==> config.mk <==
export PLATFORM = sky130hd
export DESIGN_NAME = vbkd_merge
export DESIGN_NICKNAME = d
export VERILOG_FILES = /design/src/hdl/vbkd_pkg.sv /design/src/hdl/vbkd_merge.sv
export SDC_FILE = /design/constraint.sdc
export NUM_CORES = 1
export LEC_CHECK = 0
export BUFFER_PORTS_ARGS = -buffer_cell sky130_fd_sc_hd__buf_4
export CAP_MARGIN = 40
export CORE_AREA = 2 2 202 204
export CTS_BUF_LIST = sky130_fd_sc_hd__clkbuf_4 sky130_fd_sc_hd__clkbuf_8
export DETAILED_ROUTE_END_ITERATION = 12
export DIE_AREA = 0 0 204 206
export GPL_ROUTABILITY_DRIVEN = 0
export PLACE_DENSITY = 0.81
export SLEW_MARGIN = 40
export SYNTH_ARGS = -nofsm -noshare
export SYNTH_HDL_FRONTEND = slang
export SYNTH_SLANG_ARGS = --single-unit
==> constraint.sdc <==
create_clock -name clk -period 3.5 [get_ports clk]
set_input_delay 0.525 -clock clk [delete_from_list [all_inputs] [get_ports clk]]
set_output_delay 0.525 -clock clk [all_outputs]
set_load 0.01 [all_outputs]
==> src/hdl/vbkd_pkg.sv <==
// Shared types, constants and helpers for the VIN-bound key derivation block.
`default_nettype none
package vbkd_pkg;

  localparam int NBYTES    = 16;
  localparam int BYTE_W    = 8;
  localparam int DSR_W     = BYTE_W + 1;      // divisor K[i]+i+1 spans 1..271
  localparam int DIV_STEPS = 2;               // restoring steps per lane stage
  localparam int NLSTG     = BYTE_W / DIV_STEPS;
  localparam int NSTG      = NLSTG + 4;       // front, bubble, lanes, swap, out
  localparam int BUB_SPLIT = 7;               // bubble steps done at the front
  localparam int SWP_SPLIT = 8;               // swap steps done in first merge stage

  localparam int ST_IN    = 0;
  localparam int ST_BUB   = 1;
  localparam int ST_LANE0 = 2;
  localparam int ST_SWP   = ST_LANE0 + NLSTG;
  localparam int ST_OUT   = ST_SWP + 1;

  typedef logic [BYTE_W-1:0] byte_t;
  typedef byte_t [NBYTES-1:0] bytes_t;

  typedef struct packed {
    logic [NLSTG-1:0] adv;
  } lane_ctl_t;

  typedef struct packed {
    logic adv_swp;
    logic adv_out;
  } merge_ctl_t;

  typedef struct packed {
    byte_t              dvd;
    logic [DSR_W-1:0]   dsr;
    byte_t              sx;
    byte_t              key;
  } lane_in_t;

  typedef struct packed {
    byte_t iv;
    byte_t kk;
    byte_t key;
  } lane_out_t;

  // One restoring modulo step: shift in one dividend bit, subtract if it fits.
  function automatic logic [DSR_W-1:0] mod_step(logic [DSR_W-1:0] rem, logic bit_in,
                                                 logic [DSR_W-1:0] dsr);
    logic [DSR_W:0] t;
    t = {rem, bit_in};
    if (t >= {1'b0, dsr}) begin
      t = t - {1'b0, dsr};
    end
    return t[DSR_W-1:0];
  endfunction

endpackage
`default_nettype wire

==> src/hdl/vbkd_merge.sv <==
// Merge stages: odd-driven neighbor swap pass over iv and final byte mix.
`default_nettype none
module vbkd_merge (
  input  wire logic                 clk,
  input  wire vbkd_pkg::merge_ctl_t ctl,
  input  wire vbkd_pkg::bytes_t     iv,
  input  wire vbkd_pkg::bytes_t     kk,
  input  wire vbkd_pkg::bytes_t     key,
  output vbkd_pkg::bytes_t          res
);

  vbkd_pkg::bytes_t iv_r, kk_r, key_r, res_r;
  vbkd_pkg::bytes_t iv_nxt, res_nxt, iv_b;
  vbkd_pkg::byte_t  t;
  vbkd_pkg::byte_t  t_b;

  // first half of the swap pass
  always_comb begin
    iv_nxt = iv;
    t      = '0;
    for (int i = 0; i < vbkd_pkg::SWP_SPLIT; i++) begin
      if (kk[i][0]) begin
        t           = iv_nxt[i];
        iv_nxt[i]   = iv_nxt[i+1];
        iv_nxt[i+1] = t;
      end
    end
  end

  // rest of the swap pass, then out = K ^ (iv odd ? k : iv)
  always_comb begin
    iv_b = iv_r;
    t_b  = '0;
    for (int i = vbkd_pkg::SWP_SPLIT; i < vbkd_pkg::NBYTES - 1; i++) begin
      if (kk_r[i][0]) begin
        t_b       = iv_b[i];
        iv_b[i]   = iv_b[i+1];
        iv_b[i+1] = t_b;
      end
    end
    for (int i = 0; i < vbkd_pkg::NBYTES; i++) begin
      res_nxt[i] = key_r[i] ^ (iv_b[i][0] ? kk_r[i] : iv_b[i]);
    end
  end

  always_ff @(posedge clk) begin
    if (ctl.adv_swp) begin
      iv_r  <= iv_nxt;
      kk_r  <= kk;
      key_r <= key;
    end
    if (ctl.adv_out) begin
      res_r <= res_nxt;
    end
  end

  assign res = res_r;

endmodule
`default_nettype wire

==> results_dict.tcl <==
set metrics [dict create \
    outcome "finished clean" \
    crit_path_max_incr_delay_ns 0.86 \
    syn_avg_cell_area_um2 15.70 \
    numCtsBuffers 84 \
    drive_above_1_share_pct 31.87 \
    r2r-end "res[103]" \
    vias_per_cell 5.497 \
    skew_ns 0.04424 \
    route.antenna.remaining_nets 0 \
    grt_max_degree 84 \
    cp-end-kind "register" \
    finalSetupTns_ns 0 \
    hold_start "key[81]" \
    cp-startpoint "kk_r[72]" \
    hold_path_class "in -> reg" \
    wl_per_cell_um 23.86 \
    drt_wl_total_mm 63.48 \
    r2r_cells 6 \
    cp_slowest_cell "edfxtp_1" \
    powerDensity_mw_per_mm2 540.6 \
    antenna_found_initial 6 \
    yosysUniqueCellTypes 41 \
    fillers 2432 \
    cp.required_ns 3.90 \
    cts_resized 0 \
    rsz0062_at_grt "false" \
    cp.arrival_ns 3.17 \
    dp_hpwl_mm 41.02 \
    async_flop_share_pct 0 \
    post-route-drc-count 0 \
    setup_violations 0 \
    criticalPathCategory "reg -> reg" \
    grt_usage_pct 29.99 \
    drtPass1Iterations 6 \
    reg2reg_slack_ns 0.73 \
    cts_tree "yes" \
    grt_overflow 0 \
    whs_path_depth 1 \
    cts_sinks 512 \
    coreArea_mm2 0.04018 \
    syn_area_mm2 0.02071 \
    worstPathMaxFanout 27 \
    clk_pin_slew_ns 0.06 \
    postSynthNetCount 1706 \
    pin_count 515 \
    placed_area_mm2 0.02518 \
    fmax_mhz 361.0 \
    vias 14627 \
    ys.flop_type "edfxtp_1" \
    io_buffers 514 \
    vdd_ir_drop_max_v 0.0005124 \
    initial_core_util_pct 51.55 \
    finalCriticalPeriod_ns 2.770 \
    rows 74 \
    fin_crit_sh_pct 79.14 \
    die_w_um 204 \
    postCtsSetupBuffers 0 \
    grt_pass1_wl_mm 91.55 \
    synth_edf_count 512 \
    cts.htree.levels 3 \
    maxCapViolations 0 \
    layout.cells.non_filler 2661 \
    drt_iter0_drc 1559 \
    final-max-slew-violation-count 0 \
    synth_cells 1319 \
    holdPathEnd "key_r[81]" \
    timing.final.ws_setup_ns 0.7301 \
    timing.slew.headroom_pct 47.51 \
    cts_hold_buf 179 \
    cp-start-kind "register" \
    place_ws_ns 0.7124 \
    final_nets 2449 \
    tightest_slew_ns 0.7874 \
    cts_root_buf "clkbuf_8" \
    synth_seq_cells 512 \
    yosysSeqAreaShare_pct 74.23 \
    hold_viol 0 \
    crit_chain "and3_1 > nand2_4 > a32oi_2 > o211ai_1 > o21ai_0 > xnor2_1" \
    fin_area_mm2 0.02869 \
    die_h_um 206 \
    grt_pass1_vias 15132 \
    area_growth_pct 38.50 \
    yosysWarnings 0 \
    clk_latency_ns 0.68 \
    clock_path_buffers 3 \
    die_area_mm2 0.04202 \
    worstReg2RegStart "kk_r[72]" \
    place_inst 2325 \
    p_leak_nw 11.32 \
]
## cell type report
| class | count | area, um^2 | share of cell area (%) |
|---|---|---|---|
| flip-flops and latches | 512 | 15370 | 53.59 |
| repair buffers | 712 | 5893 | 20.54 |
| multi-input cells | 721 | 4964 | 17.30 |
| clock buffers | 108 | 1343 | 4.680 |
| well taps | 532 | 665.6 | 2.320 |
| clock inverters | 40 | 319.1 | 1.112 |
| inverters | 31 | 116.4 | 0.4056 |
| diodes | 5 | 12.51 | 0.04361 |
## critical path: cells and delay by family, from the launching register on
family / cells / cell delay (ns)
AOI/OAI and AO/OA: 3 / 0.98
xor gates and xnor gates: 1 / 0.11
DFF: 1 / 0.86
and+or+nand+nor: 2 / 0.57
## sequential cells by signal, indices dropped and copies added, names as in the netlist
name and cells:
key_r 128, iv_b 64, kk_r 128, iv_r 64, res 128
## per-stage QoR
step	hold slack (ns)	util [%]	power (mW)
floorplan	0.5268	-	8.825
finish	0.04262	71.39	15.51
detailed placement	0.5372	62.67	10.00
CTS	0.0001034	71.26	15.40
global placement	0.5288	62.64	9.936
global route	-0.001135	71.39	16.02
## layout by cell type, fill, tap and decap left out, drive strengths merged, types with 23 or more instances in the layout
master	instances
buf	529
edfxtp	512
dlygate4sd3	183
mux2i	131
xnor2	121
nand2	112
clkbuf	108
o21ai	95
nor2	64
a21oi	40
inv	33
clkinv	29
a31oi	23
## Yosys cell counts (2+ instances only)
cell       instances  area, um^2
a21o_1             8       60.06
nor3b_1           15       112.6
a2bb2oi_1          8       70.07
clkbuf_1          33       123.9
a21oi_1           39       195.2
inv_1             28       105.1
o21ai_0           92       460.4
a31oi_1           21       131.4
o22ai_1           16       100.1
nand2b_1           8       50.05
a211oi_1           8       60.06
nor2_1            64       240.2
nand3_1           20       100.1
buf_4              5       37.54
buf_2              9       45.04
inv_2              3       11.26
a31oi_4            2       42.54
xor2_1             7       61.31
buf_1              5       18.77
nand3b_1           8       60.06
edfxtp_1         512       15370
xnor2_1          121        1060
nand2_1          111       416.7
buf_6              3       33.78
mux2_2             8       90.09
o31ai_1           14       105.1
o21ai_1            2       10.01
o221ai_1           8       70.07
mux2i_1          129        1291
## report_power, final
group | internal (mW) | leakage (nW) | switching (mW)
logic | 1.17 | 5.45 | 1.13
registers | 7.52 | 5.01 | 0.354
clock network | 2.88 | 0.859 | 2.46
## cells by family (layout without fill, tap and decap cells)
family	Yosys count	count (layout)	share of synthesized area [%]
muxes	139	139	6.844
buffers and inverters	86	891	1.812
AOI/OAI and AO/OA	226	226	6.892
DFF	512	512	74.23
and+or+nand+nor	228	228	4.814
xor gates and xnor gates	128	128	5.412
other	0	5	0
## worst max path at each step
stage               end  slack [ns]
2_1_floorplan  iv_r[71]        1.46
3_3_place_gp   iv_r[64]        0.70
3_5_place_dp   iv_r[64]        0.71
4_1_cts        res[103]        0.85
5_1_grt        res[103]        0.56
6_report       res[103]        0.73
## layer usage
| layer | global-route usage, % | routed length [um] | up-vias | share of wire, % |
|---|---|---|---|---|
| met5 | 0 | 11 | - | 0.017 |
| met4 | 15.30 | 3299 | 2 | 5.2 |
| met3 | 9.051 | 6695 | 224 | 11 |
| met2 | 51.25 | 31670 | 1058 | 50 |
| met1 | 34.31 | 21810 | 6872 | 34 |
| li1 | - | - | 6471 | - |
Note: power is estimated with default switching activity, not from simulation.
