File: src/hdl/vbkd_pkg.sv
// Shared types, constants and helpers for the VIN-bound key derivation block.
`default_nettype none
package vbkd_pkg;

  localparam int NBYTES    = 16;
  localparam int BYTE_W    = 8;
  localparam int DSR_W     = BYTE_W + 1;      // divisor K[i]+i+1 spans 1..271
  localparam int DIV_STEPS = 2;               // restoring steps per lane stage
  localparam int NLSTG     = BYTE_W / DIV_STEPS;
  localparam int NSTG      = NLSTG + 4;       // front, bubble, lanes, swap, out
  localparam int BUB_SPLIT = 7;               // bubble steps done at the front
  localparam int SWP_SPLIT = 8;               // swap steps done in first merge stage

  localparam int ST_IN    = 0;
  localparam int ST_BUB   = 1;
  localparam int ST_LANE0 = 2;
  localparam int ST_SWP   = ST_LANE0 + NLSTG;
  localparam int ST_OUT   = ST_SWP + 1;

  typedef logic [BYTE_W-1:0] byte_t;
  typedef byte_t [NBYTES-1:0] bytes_t;

  typedef struct packed {
    logic [NLSTG-1:0] adv;
  } lane_ctl_t;

  typedef struct packed {
    logic adv_swp;
    logic adv_out;
  } merge_ctl_t;

  typedef struct packed {
    byte_t              dvd;
    logic [DSR_W-1:0]   dsr;
    byte_t              sx;
    byte_t              key;
  } lane_in_t;

  typedef struct packed {
    byte_t iv;
    byte_t kk;
    byte_t key;
  } lane_out_t;

  // One restoring modulo step: shift in one dividend bit, subtract if it fits.
  function automatic logic [DSR_W-1:0] mod_step(logic [DSR_W-1:0] rem, logic bit_in,
                                                 logic [DSR_W-1:0] dsr);
    logic [DSR_W:0] t;
    t = {rem, bit_in};
    if (t >= {1'b0, dsr}) begin
      t = t - {1'b0, dsr};
    end
    return t[DSR_W-1:0];
  endfunction

endpackage
`default_nettype wire

File: src/hdl/vbkd_mod_lane.sv
// One byte lane: pipelined restoring modulo k mod (K+i+1), then k' = iv ^ s.
`default_nettype none
module vbkd_mod_lane (
  input  wire logic                clk,
  input  wire vbkd_pkg::lane_ctl_t ctl,
  input  wire vbkd_pkg::lane_in_t  din,
  output vbkd_pkg::lane_out_t      dout
);

  logic [vbkd_pkg::DSR_W-1:0] rem_r [vbkd_pkg::NLSTG];
  vbkd_pkg::byte_t            dvd_r [vbkd_pkg::NLSTG];
  logic [vbkd_pkg::DSR_W-1:0] dsr_r [vbkd_pkg::NLSTG];
  vbkd_pkg::byte_t            sx_r  [vbkd_pkg::NLSTG];
  vbkd_pkg::byte_t            key_r [vbkd_pkg::NLSTG];

  for (genvar g = 0; g < vbkd_pkg::NLSTG; g++) begin : g_stg
    logic [vbkd_pkg::DSR_W-1:0] rem_in;
    vbkd_pkg::byte_t            dvd_in;
    logic [vbkd_pkg::DSR_W-1:0] dsr_in;
    vbkd_pkg::byte_t            sx_in;
    vbkd_pkg::byte_t            key_in;
    logic [vbkd_pkg::DSR_W-1:0] rem_nxt;
    vbkd_pkg::byte_t            dvd_nxt;

    if (g == 0) begin : g_first
      assign rem_in = '0;
      assign dvd_in = din.dvd;
      assign dsr_in = din.dsr;
      assign sx_in  = din.sx;
      assign key_in = din.key;
    end else begin : g_next
      assign rem_in = rem_r[g-1];
      assign dvd_in = dvd_r[g-1];
      assign dsr_in = dsr_r[g-1];
      assign sx_in  = sx_r[g-1];
      assign key_in = key_r[g-1];
    end

    always_comb begin
      rem_nxt = rem_in;
      dvd_nxt = dvd_in;
      for (int j = 0; j < vbkd_pkg::DIV_STEPS; j++) begin
        rem_nxt = vbkd_pkg::mod_step(rem_nxt, dvd_nxt[vbkd_pkg::BYTE_W-1], dsr_in);
        dvd_nxt = {dvd_nxt[vbkd_pkg::BYTE_W-2:0], 1'b0};
      end
    end

    always_ff @(posedge clk) begin
      if (ctl.adv[g]) begin
        rem_r[g] <= rem_nxt;
        dvd_r[g] <= dvd_nxt;
        dsr_r[g] <= dsr_in;
        sx_r[g]  <= sx_in;
        key_r[g] <= key_in;
      end
    end
  end

  // remainder never exceeds the dividend, so it fits a byte
  assign dout.iv  = rem_r[vbkd_pkg::NLSTG-1][vbkd_pkg::BYTE_W-1:0];
  assign dout.kk  = rem_r[vbkd_pkg::NLSTG-1][vbkd_pkg::BYTE_W-1:0] ^ sx_r[vbkd_pkg::NLSTG-1];
  assign dout.key = key_r[vbkd_pkg::NLSTG-1];

endmodule
`default_nettype wire

File: config.mk
export PLATFORM = sky130hd
export DESIGN_NAME = vbkd_mod_lane
export DESIGN_NICKNAME = d
export VERILOG_FILES = /design/src/hdl/vbkd_pkg.sv /design/src/hdl/vbkd_mod_lane.sv
export SDC_FILE = /design/constraint.sdc
export NUM_CORES = 1
export LEC_CHECK = 0
export ABC_AREA = 1
export ABC_CLOCK_PERIOD_IN_PS = 3600
export BUFFER_PORTS_ARGS = -buffer_cell sky130_fd_sc_hd__buf_2
export CORE_MARGIN = 2
export CORE_UTILIZATION = 61
export CTS_CLUSTER_DIAMETER = 80
export DETAILED_ROUTE_END_ITERATION = 8
export PLACE_DENSITY_LB_ADDON = 0.15
export SLEW_MARGIN = 40
export SYNTH_ARGS = -nofsm -noshare
export SYNTH_HDL_FRONTEND = slang
export SYNTH_SLANG_ARGS = --single-unit
File: constraint.sdc
create_clock -name clk -period 3.6 [get_ports clk]
set_input_delay 0 -clock clk [delete_from_list [all_inputs] [get_ports clk]]
set_output_delay 0 -clock clk [all_outputs]
set_load 0.02 [all_outputs]
==> results.cfg, run 1 <==
[critical_path]
reg2reg_slack_ns = 0.18
cp_max_fo = 9
cp_data_arrival_time_ns = 3.60
start_kind = flop
slowest_delay_ns = 0.41
cpMostUsedCell = nand2_1
end_kind = flop
path_cells = inv_1 -> ha_1 -> inv_1 -> fa_1 -> nand3_1 -> nand3_1 -> or2_2 -> nand3_1 -> nand2_1 -> ha_2 -> nand2_1 -> nand2_1 -> a21oi_1 -> nand2_1 -> a21oi_4 -> nand3_4 -> nand2_1 -> nand2_1
reg2reg_to = rem_r[2][1]
cp_slowest_cell = fa_1
crit_family = simple AND/OR/NAND/NOR gates
cp_num_buf_inv = 2
critPathKind = flop to flop
cp.required_ns = 3.77
worstReg2RegStart = dvd_r[1][5]
reg2reg_depth = 18

[cts]
clkTransAtPathRegs_ns = 0.07
cts.sinks = 138
cts_tree = yes
cts-root-buf = clkbuf_16
cts_max_level = 4
insertion_delay_ns = 0.43
cts_buffers = 17
clockBufferDepth = 2

[grt]
track_usage = 0.264
antenna_found_initial = 0
grt_pass1_vias = 6151
grt_pass1_wl_mm = 29.6
grt_max_degree = 41
globalRoute.totalOverflow = 0

[logic_synthesis]
postSynthCellCount = 886
ys_types = 38
syn_nets = 996
ys_seq_area_frac = 0.497
avgSynthCellArea_um2 = 9.42
syn_area_mm2 = 0.00834
synth_edf_count = 138
yosysWarningCount = 0
synthArstFlopShare = 0
ys_ff_latch = 138
synth_ff_type = edfxtp_1

[timing]
fmax_mhz = 292
fin_tns_setup_ns = 0
hold_ws_ns = 0.0634
drv_slew = 0
min_period_ns = 3.42
finClkSkew_ns = 0.0112
setup-violations-final = 0
hold_viol = 0
setup_slack_ns = 0.175
worstMarginPinSlew_ns = 0.557
period_share = 0.951
relSlewSlack = 0.629

[cells_and_area]
area_delta_synth_final_pct = 19.0
n_antenna_cell = 0
nets = 1112
stdcell_area_mm2 = 0.00993
drive_above_1_share = 0.152
final_util = 0.747

[worst_hold_path]
hp-class = primary input to flop
whs_path_depth = 1
min_to = sx_r[2][7]
hp-start = ctl[2]

[detailed_routing]
wl_per_cell_um = 15.4
drc = 0
firstDrtPassIters = 7
via_count = 6329
postRouteAntennaNets = 0
drt_iter0_markers = 498
wl_mm = 18.4
vias_per_cell = 5.31

[outcome]
status = completed

[power_and_ir_drop]
power.density_mw_per_mm2 = 799
vdd_drop_max_uv = 339
cellLeakagePower_uw = 0.00479

[floorplanning]
core_mm2 = 0.0133
io_pins = 62
initial_core_util = 0.627
rows = 42
dieWidth_um = 121
dieArea_mm2 = 0.0146
die_h_um = 121

[placed_design]
dpl.hpwl_mm = 12.7
placed_cell_area_mm2 = 0.00888
dp_worst_setup_slack_ns = 0.195
gp_congestion = 0.950
port_buffers = 61

[job]
drv_cap = 0
[state kept, by name, indices dropped and copies added (netlist names)]
| register | count |
|---|---|
| sx_r | 32 |
| rem_r | 35 |
| dsr_r | 27 |
| key_r | 32 |
| dvd_r | 12 |
[power by group]
part,switching [µW],total (µW),internal (µW),leakage [µW]
Sequential,146,2300,2160,0.00135
Clock,815,1770,950,0.000300
Combinational,2380,3860,1480,0.00314
Total,3340,7930,4590,0.00479
[repair_timing]
action | in CTS | in global routing
endpoints found under the hold margin | 32 | 0
setup endpoints to repair | 0 | 26
gates resized for setup | 0 | 13
setup buffers | 0 | 2
hold buffers | 32 | 0
[cell usage after synthesis (3+ instances only)]
master | count | area share
nand2_1 | 271 | 0.12
edfxtp_1 | 138 | 0.50
inv_1 | 131 | 0.059
nand3_1 | 72 | 0.043
ha_1 | 65 | 0.097
nor2_1 | 42 | 0.019
xor2_1 | 29 | 0.030
a21oi_1 | 25 | 0.015
nand2_2 | 14 | 0.010
nand4_1 | 12 | 0.0090
xnor2_1 | 9 | 0.0095
a21o_1 | 8 | 0.0072
fa_1 | 7 | 0.017
nand3_2 | 7 | 0.0084
a31oi_1 | 6 | 0.0045
nand2_4 | 6 | 0.0081
nor3_1 | 5 | 0.0030
or2_2 | 5 | 0.0037
nand3b_1 | 4 | 0.0036
o21ai_0 | 4 | 0.0024
nor2_4 | 3 | 0.0040
[layout make-up]
class / instances / area (µm²)
tap: 176 / 220
clock inverter: 15 / 189
sequential: 138 / 4140
inverter: 133 / 499
multi-input combinational: 614 / 3780
clock buffer: 17 / 425
timing repair buffer: 98 / 671
fill: 899 / 3370
[kinds of logic (layout without fill, tap and decap cells)]
logic type	count (synthesis)	after routing	synth area share
AND/OR/NAND/NOR	450	450	0.248
adder cells (fa/ha/maj)	72	72	0.114
XOR/XNOR	38	38	0.0399
buffers and inverters	134	263	0.0612
AO/OA/AOI/OAI	54	54	0.0399
flip-flops	138	138	0.497
[metrics by stage]
step / total power [µW] / instances
detailed placement: 5940 / 1125
global route: 8540 / 1191
global placement: 5890 / 1125
CTS: 7750 / 1189
finish: 7930 / 1191
floorplan: 5160 / 886
[how the worst max path moves through the flow]
| stage | startpoint | end | slack (ns) | cells after the start |
|---|---|---|---|---|
| finish | dvd_r[1][5] | rem_r[2][1] | 0.18 | 18 |
| global route | dvd_r[1][5] | rem_r[2][1] | -0.009 | 19 |
| CTS | dvd_r[1][5] | rem_r[2][1] | 0.1 | 18 |
| detailed placement | dvd_r[1][5] | rem_r[2][1] | 0.20 | 18 |
| global placement | dvd_r[2][5] | rem_r[3][1] | 0.21 | 21 |
| floorplan | dvd_r[0][5] | rem_r[1][6] | 0.54 | 19 |
[metal layers]
layer | share of wire | global-route usage | vias up
li1 | - | - | 3177
met1 | 0.43 | 0.331 | 2903
met2 | 0.50 | 0.454 | 207
met3 | 0.051 | 0.0545 | 42
met4 | 0.025 | 0.0930 | 0
met5 | 0 | 0 | -
[cells in the final DEF (no fill, tap or decap), types with 2 or more instances in the layout]
cell           Yosys  routed
a21o_1             8       8
a21oi_1           25      25
a21oi_4            1       2
a31oi_1            6       6
buf_2              0      58
buf_4              0       8
clkbuf_16          0      17
clkinv_8           0       5
dlygate4sd3_1      0      32
edfxtp_1         138     138
fa_1               7       6
ha_1              65      60
ha_4               0       4
inv_1            131     131
inv_2              2       2
inv_6              0       4
inv_8              0       5
nand2_1          271     270
nand2_2           14      15
nand2_4            6       6
nand3_1           72      72
nand3_2            7       4
nand3_4            1       4
nand3b_1           4       4
nand4_1           12      12
nor2_1            42      41
nor2_2             2       3
nor2_4             3       3
nor2_8             2       2
nor3_1             5       5
o21a_1             2       2
o21ai_0            4       4
o21ai_1            2       2
o21ai_2            2       2
or2_2              5       5
xnor2_1            9       9
xor2_1            29      29
No activity file was read; power rests on OpenSTA's default activity.
==> run 2, diff against run 1 <==
--- a/config.mk
+++ b/config.mk
@@ -13,6 +13,7 @@
 export CTS_CLUSTER_DIAMETER = 80
 export DETAILED_ROUTE_END_ITERATION = 8
 export PLACE_DENSITY_LB_ADDON = 0.15
+export REMOVE_ABC_BUFFERS = 1
 export SLEW_MARGIN = 40
 export SYNTH_ARGS = -nofsm -noshare
 export SYNTH_HDL_FRONTEND = slang
==> run 2 against run 1 <==
Register-to-register slack improved by 0.06 ns. Non-clock buffer count unchanged. Largest cell class unchanged. Final cell count unchanged. Critical path depth grew 4. Via count increased by 1.3%. Combinational power is 1% higher.
==> results.cfg, run 2 (same netlist as run 1, synthesis figures left out) <==
[outcome]
status = completed

[cells_and_area]
largestRegisters = rem_r (35), key_r (32), sx_r (32)
drive_above_1_share = 0.152
multiInputGateArea_mm2 = 0.00378
fin_cells = 1191
final_util = 0.746
area_delta_synth_final_pct = 18.9
final_cell_mix = 269 x nand2_1, 138 x edfxtp_1, 131 x inv_1, 72 x nand3_1, 61 x ha_1
n_antenna_cell = 0
final_common_cell = nand2_1
nets = 1112
n_fill_cell = 888
regMostFlops = rem_r
largest_reg_flops = 35
register_area_mm2 = 0.00414

[timing]
setup-violations-final = 0
finClkSkew_ns = 0.00951
period_share = 0.934
worstMarginPinSlew_ns = 0.560
relSlewSlack = 0.627
hold_ws_ns = 0.0626
setup_slack_ns = 0.239
drv_slew = 0
fmax_mhz = 297
min_period_ns = 3.36
hold_viol = 0
fin_tns_setup_ns = 0

[grt]
track_usage = 0.272
grt_pass1_wl_mm = 30.5
grt_max_degree = 41
globalRoute.totalOverflow = 0
antenna_found_initial = 0
grt_pass1_vias = 6332

[placed_design]
gp_congestion = 0.951
dpl.hpwl_mm = 12.9
dp_worst_setup_slack_ns = 0.145
placedCellCount = 1125
port_buffers = 61

[cts]
cts_max_level = 4
cts_buffers = 17
cts.sinks = 138
cts-root-buf = clkbuf_16
clockBufferDepth = 2
insertion_delay_ns = 0.42
clkTransAtPathRegs_ns = 0.07
cts_tree = yes

[floorplanning]
rows = 42
die_h_um = 121
core_mm2 = 0.0133
io_pins = 62
dieWidth_um = 121
initial_core_util = 0.627
dieArea_mm2 = 0.0146

[detailed_routing]
firstDrtPassIters = 5
drt_iter0_markers = 509
wl_mm = 18.8
postRouteAntennaNets = 0
via_count = 6413
drc = 0
wl_per_cell_um = 15.8
vias_per_cell = 5.38

[critical_path]
critPathKind = flop to flop
start_kind = flop
cpMostUsedCell = nand2_1
cp_data_arrival_time_ns = 3.65
end_kind = flop
cp.required_ns = 3.89
cp_max_fo = 9
crit_family = simple AND/OR/NAND/NOR gates
cp_slowest_cell = fa_1
path_cells = inv_1 -> ha_1 -> inv_1 -> fa_2 -> nand3_1 -> nand2_2 -> nand2_1 -> nand2_1 -> nand2_4 -> nand2_8 -> nand2_1 -> nand2_2 -> fa_1 -> nand2_1 -> nand3_1 -> nand2_1 -> nand2_1 -> nand2_2 -> nand2_1 -> nor2_4 -> nand2_1 -> nand2_1
slowest_delay_ns = 0.47
cp_num_buf_inv = 2

[power_and_ir_drop]
vdd_drop_max_uv = 396
cellLeakagePower_uw = 0.00480
power.density_mw_per_mm2 = 802

[job]
drv_cap = 0

[worst_hold_path]
hp-class = primary input to flop
[run 2: power by group]
part | internal [µW] | leakage, µW | switching [µW]
Combinational | 1480 | 0.00315 | 2430
Sequential | 2160 | 0.00135 | 148
Clock | 990 | 0.000292 | 756
[run 2: per-layer routing]
metal | up-vias | global-route usage | part of all wire
met2 | 222 | 0.449 | 0.48
li1 | 3176 | - | -
met5 | - | 0 | 0
met4 | 0 | 0.123 | 0.035
met3 | 51 | 0.0564 | 0.055
met1 | 2964 | 0.347 | 0.43
[run 2: final timing paths]
check | slack, ns | cells past startpoint | from | endpoint
worst min-delay path | 0.06 | 1 | ctl[2] | sx_r[2][7]
worst max register to register | 0.24 | 22 | dvd_r[2][5] | rem_r[3][2]
worst max-delay path | 0.24 | 22 | dvd_r[2][5] | rem_r[3][2]
worst min register to register | 0.41 | 0 | sx_r[2][0] | sx_r[3][0]
[run 2: repair_timing]
item | 4_1_cts | 5_1_grt
setup buffers | 0 | 2
resized for setup | 0 | 14
setup endpoints to repair | 0 | 23
hold buffers | 32 | 0
endpoints found under the hold margin | 32 | 0
[run 2: area by class of cell]
type	count	area share
multi-input combinational	614	0.381
timing repair buffer	98	0.0689
clock buffer	17	0.0429
sequential	138	0.418
inverter	133	0.0503
tap	176	0.0222
clock inverter	15	0.0174
[run 2: stage by stage]
step	instance area [µm²]	power, µW
after global placement	8880	5880
after global routing	9920	8570
after CTS	9800	7770
after floorplan	8330	5150
after detailed placement	8880	5970
final	9920	7960
==> run 3, diff against run 2 <==
--- a/config.mk
+++ b/config.mk
@@ -7,8 +7,8 @@
 export LEC_CHECK = 0
 export ABC_AREA = 1
 export ABC_CLOCK_PERIOD_IN_PS = 3600
-export BUFFER_PORTS_ARGS = -buffer_cell sky130_fd_sc_hd__buf_2
-export CORE_MARGIN = 2
+export BUFFER_PORTS_ARGS = -buffer_cell sky130_fd_sc_hd__buf_4
+export CORE_MARGIN = 1
 export CORE_UTILIZATION = 61
 export CTS_CLUSTER_DIAMETER = 80
 export DETAILED_ROUTE_END_ITERATION = 8
==> run 3 against run 2 <==
Critical path depth decreased by 4. Cell area increased by 2.0%. Sequential share of layout area decreased by 0.81 points. Largest power group unchanged. Sequential power about the same. Flip-flop and latch count unchanged. Final cell count increased by 0.34%. Core utilization increased by 1.5 points.
==> results.cfg, run 3 (same netlist as run 1, synthesis figures left out) <==
[critical_path]
cp.required_ns = 3.78
end_kind = flop
start_kind = flop
cp_data_arrival_time_ns = 3.54
critPathKind = flop to flop
reg2reg_slack_ns = 0.23
cp_max_fo = 9

[cts]
cts-root-buf = clkbuf_16
clockBufferDepth = 2
cts_tree = yes
insertion_delay_ns = 0.42
cts.sinks = 138
clkTransAtPathRegs_ns = 0.07
cts_max_level = 4
cts_buffers = 17

[detailed_routing]
wl_per_cell_um = 15.8
postRouteAntennaNets = 0
vias_per_cell = 5.38
wl_met1_mm = 7.72
wl_mm = 18.8
wl_met2_mm = 9.38
met3WireLength_mm = 1.10
dr.max_layer_used = met4
drc = 0
firstDrtPassIters = 7
via_count = 6425
drt_iter0_markers = 449

[cells_and_area]
final_cell_mix = 269 x nand2_1, 138 x edfxtp_1, 131 x inv_1, 72 x nand3_1, 69 x buf_4
area_delta_synth_final_pct = 21.3
n_fill_cell = 896
nets = 1116
largestRegisters = rem_r (35), key_r (32), sx_r (32)
final_util = 0.761
regMostFlops = rem_r
drive_above_1_share = 0.157
multiInputGateArea_mm2 = 0.00378
stdcell_area_mm2 = 0.0101
n_antenna_cell = 0
register_area_mm2 = 0.00414
final_common_cell = nand2_1
largest_reg_flops = 35

[timing]
hold_viol = 0
drv_slew = 0
finClkSkew_ns = 0.0101
fmax_mhz = 297
min_period_ns = 3.37
worstMarginPinSlew_ns = 0.533
setup-violations-final = 0
fin_tns_setup_ns = 0
relSlewSlack = 0.645
period_share = 0.935

[grt]
track_usage = 0.283
grt_max_degree = 41
antenna_found_initial = 0
globalRoute.totalOverflow = 0
grt_pass1_wl_mm = 30.6
grt_pass1_vias = 6351

[floorplanning]
rows = 42
io_pins = 62
initial_core_util = 0.627
die_h_um = 119
dieArea_mm2 = 0.0141
core_mm2 = 0.0133
dieWidth_um = 119

[power_and_ir_drop]
power_uw = 8080
vdd_drop_max_uv = 425
power.density_mw_per_mm2 = 798
cellLeakagePower_uw = 0.00486

[placed_design]
port_buffers = 61
gp_congestion = 0.947
placed_cell_area_mm2 = 0.00905
dpl.hpwl_mm = 13.0

[worst_hold_path]
hp-class = primary input to flop

[outcome]
status = completed

[job]
drv_cap = 0
## run 3: cell count changes in the layout (fill, tap and decap cells not counted), moves of 2 or more
cell      previous run  this run
inv_6                5         3
ha_2                 0         2
buf_2               58         0
clkinv_8             2         6
ha_1                61        59
buf_4                7        69
## run 3: stage by stage
step,hold WS [ns],std cells,setup WS (ns)
6_report,0.0515,1195,0.234
5_1_grt,0.0679,1195,-0.0170
4_1_cts,0.0591,1192,0.126
3_5_place_dp,0.179,1127,0.140
3_3_place_gp,0.178,1127,0.183
2_1_floorplan,0.0989,885,0.539
## run 3: layer usage
layer  vias to the layer above  global-route usage
met5                         -                   0
met4                         0               0.126
met3                        56              0.0474
met2                       228               0.490
met1                      2958               0.349
li1                       3183                   -
## run 3: critical path, stage by stage, from the launching register on
cell	delay, ns
edfxtp_1	0.36
inv_1	0.09
ha_1	0.16
inv_1	0.07
fa_1	0.42
nand3_1	0.10
nand3_1	0.14
or2_2	0.30
nand3_1	0.08
nand2_1	0.08
ha_1	0.36
nand2_1	0.10
nand2_1	0.06
a21oi_1	0.12
nand2_1	0.13
a21oi_4	0.22
nand3_4	0.15
nand2_1	0.11
nand2_1	0.07
## run 3: final cells by class
class                           instances  area share
Clock buffer                           17      0.0420
Clock inverter                         15      0.0194
Inverter                              133      0.0493
Multi-Input combinational cell        614       0.374
Sequential cell                       138       0.410
Tap cell                              176      0.0218
Timing Repair Buffer                  102      0.0838
## run 3: worst paths after layout
kind,startpoint,depth (start not counted),to
setup reg to reg,dvd_r[1][5],18,rem_r[2][3]
hold / removal,ctl[2],1,sx_r[2][7]
hold reg to reg,dvd_r[0][2],0,dvd_r[1][4]
setup / recovery,dvd_r[1][5],18,rem_r[2][3]
## run 3: repair_timing
action / in CTS / in global routing
hold buffers: 33 / 0
setup buffers: 0 / 3
resized for setup: 0 / 16
setup endpoints to repair: 0 / 26
endpoints found under the hold margin: 56 / 0
## run 3: report_power, final
group	leakage, µW	switching [µW]	internal, µW
logic	0.00321	2430	1570
registers	0.00135	149	2160
clock network	0.000302	822	954
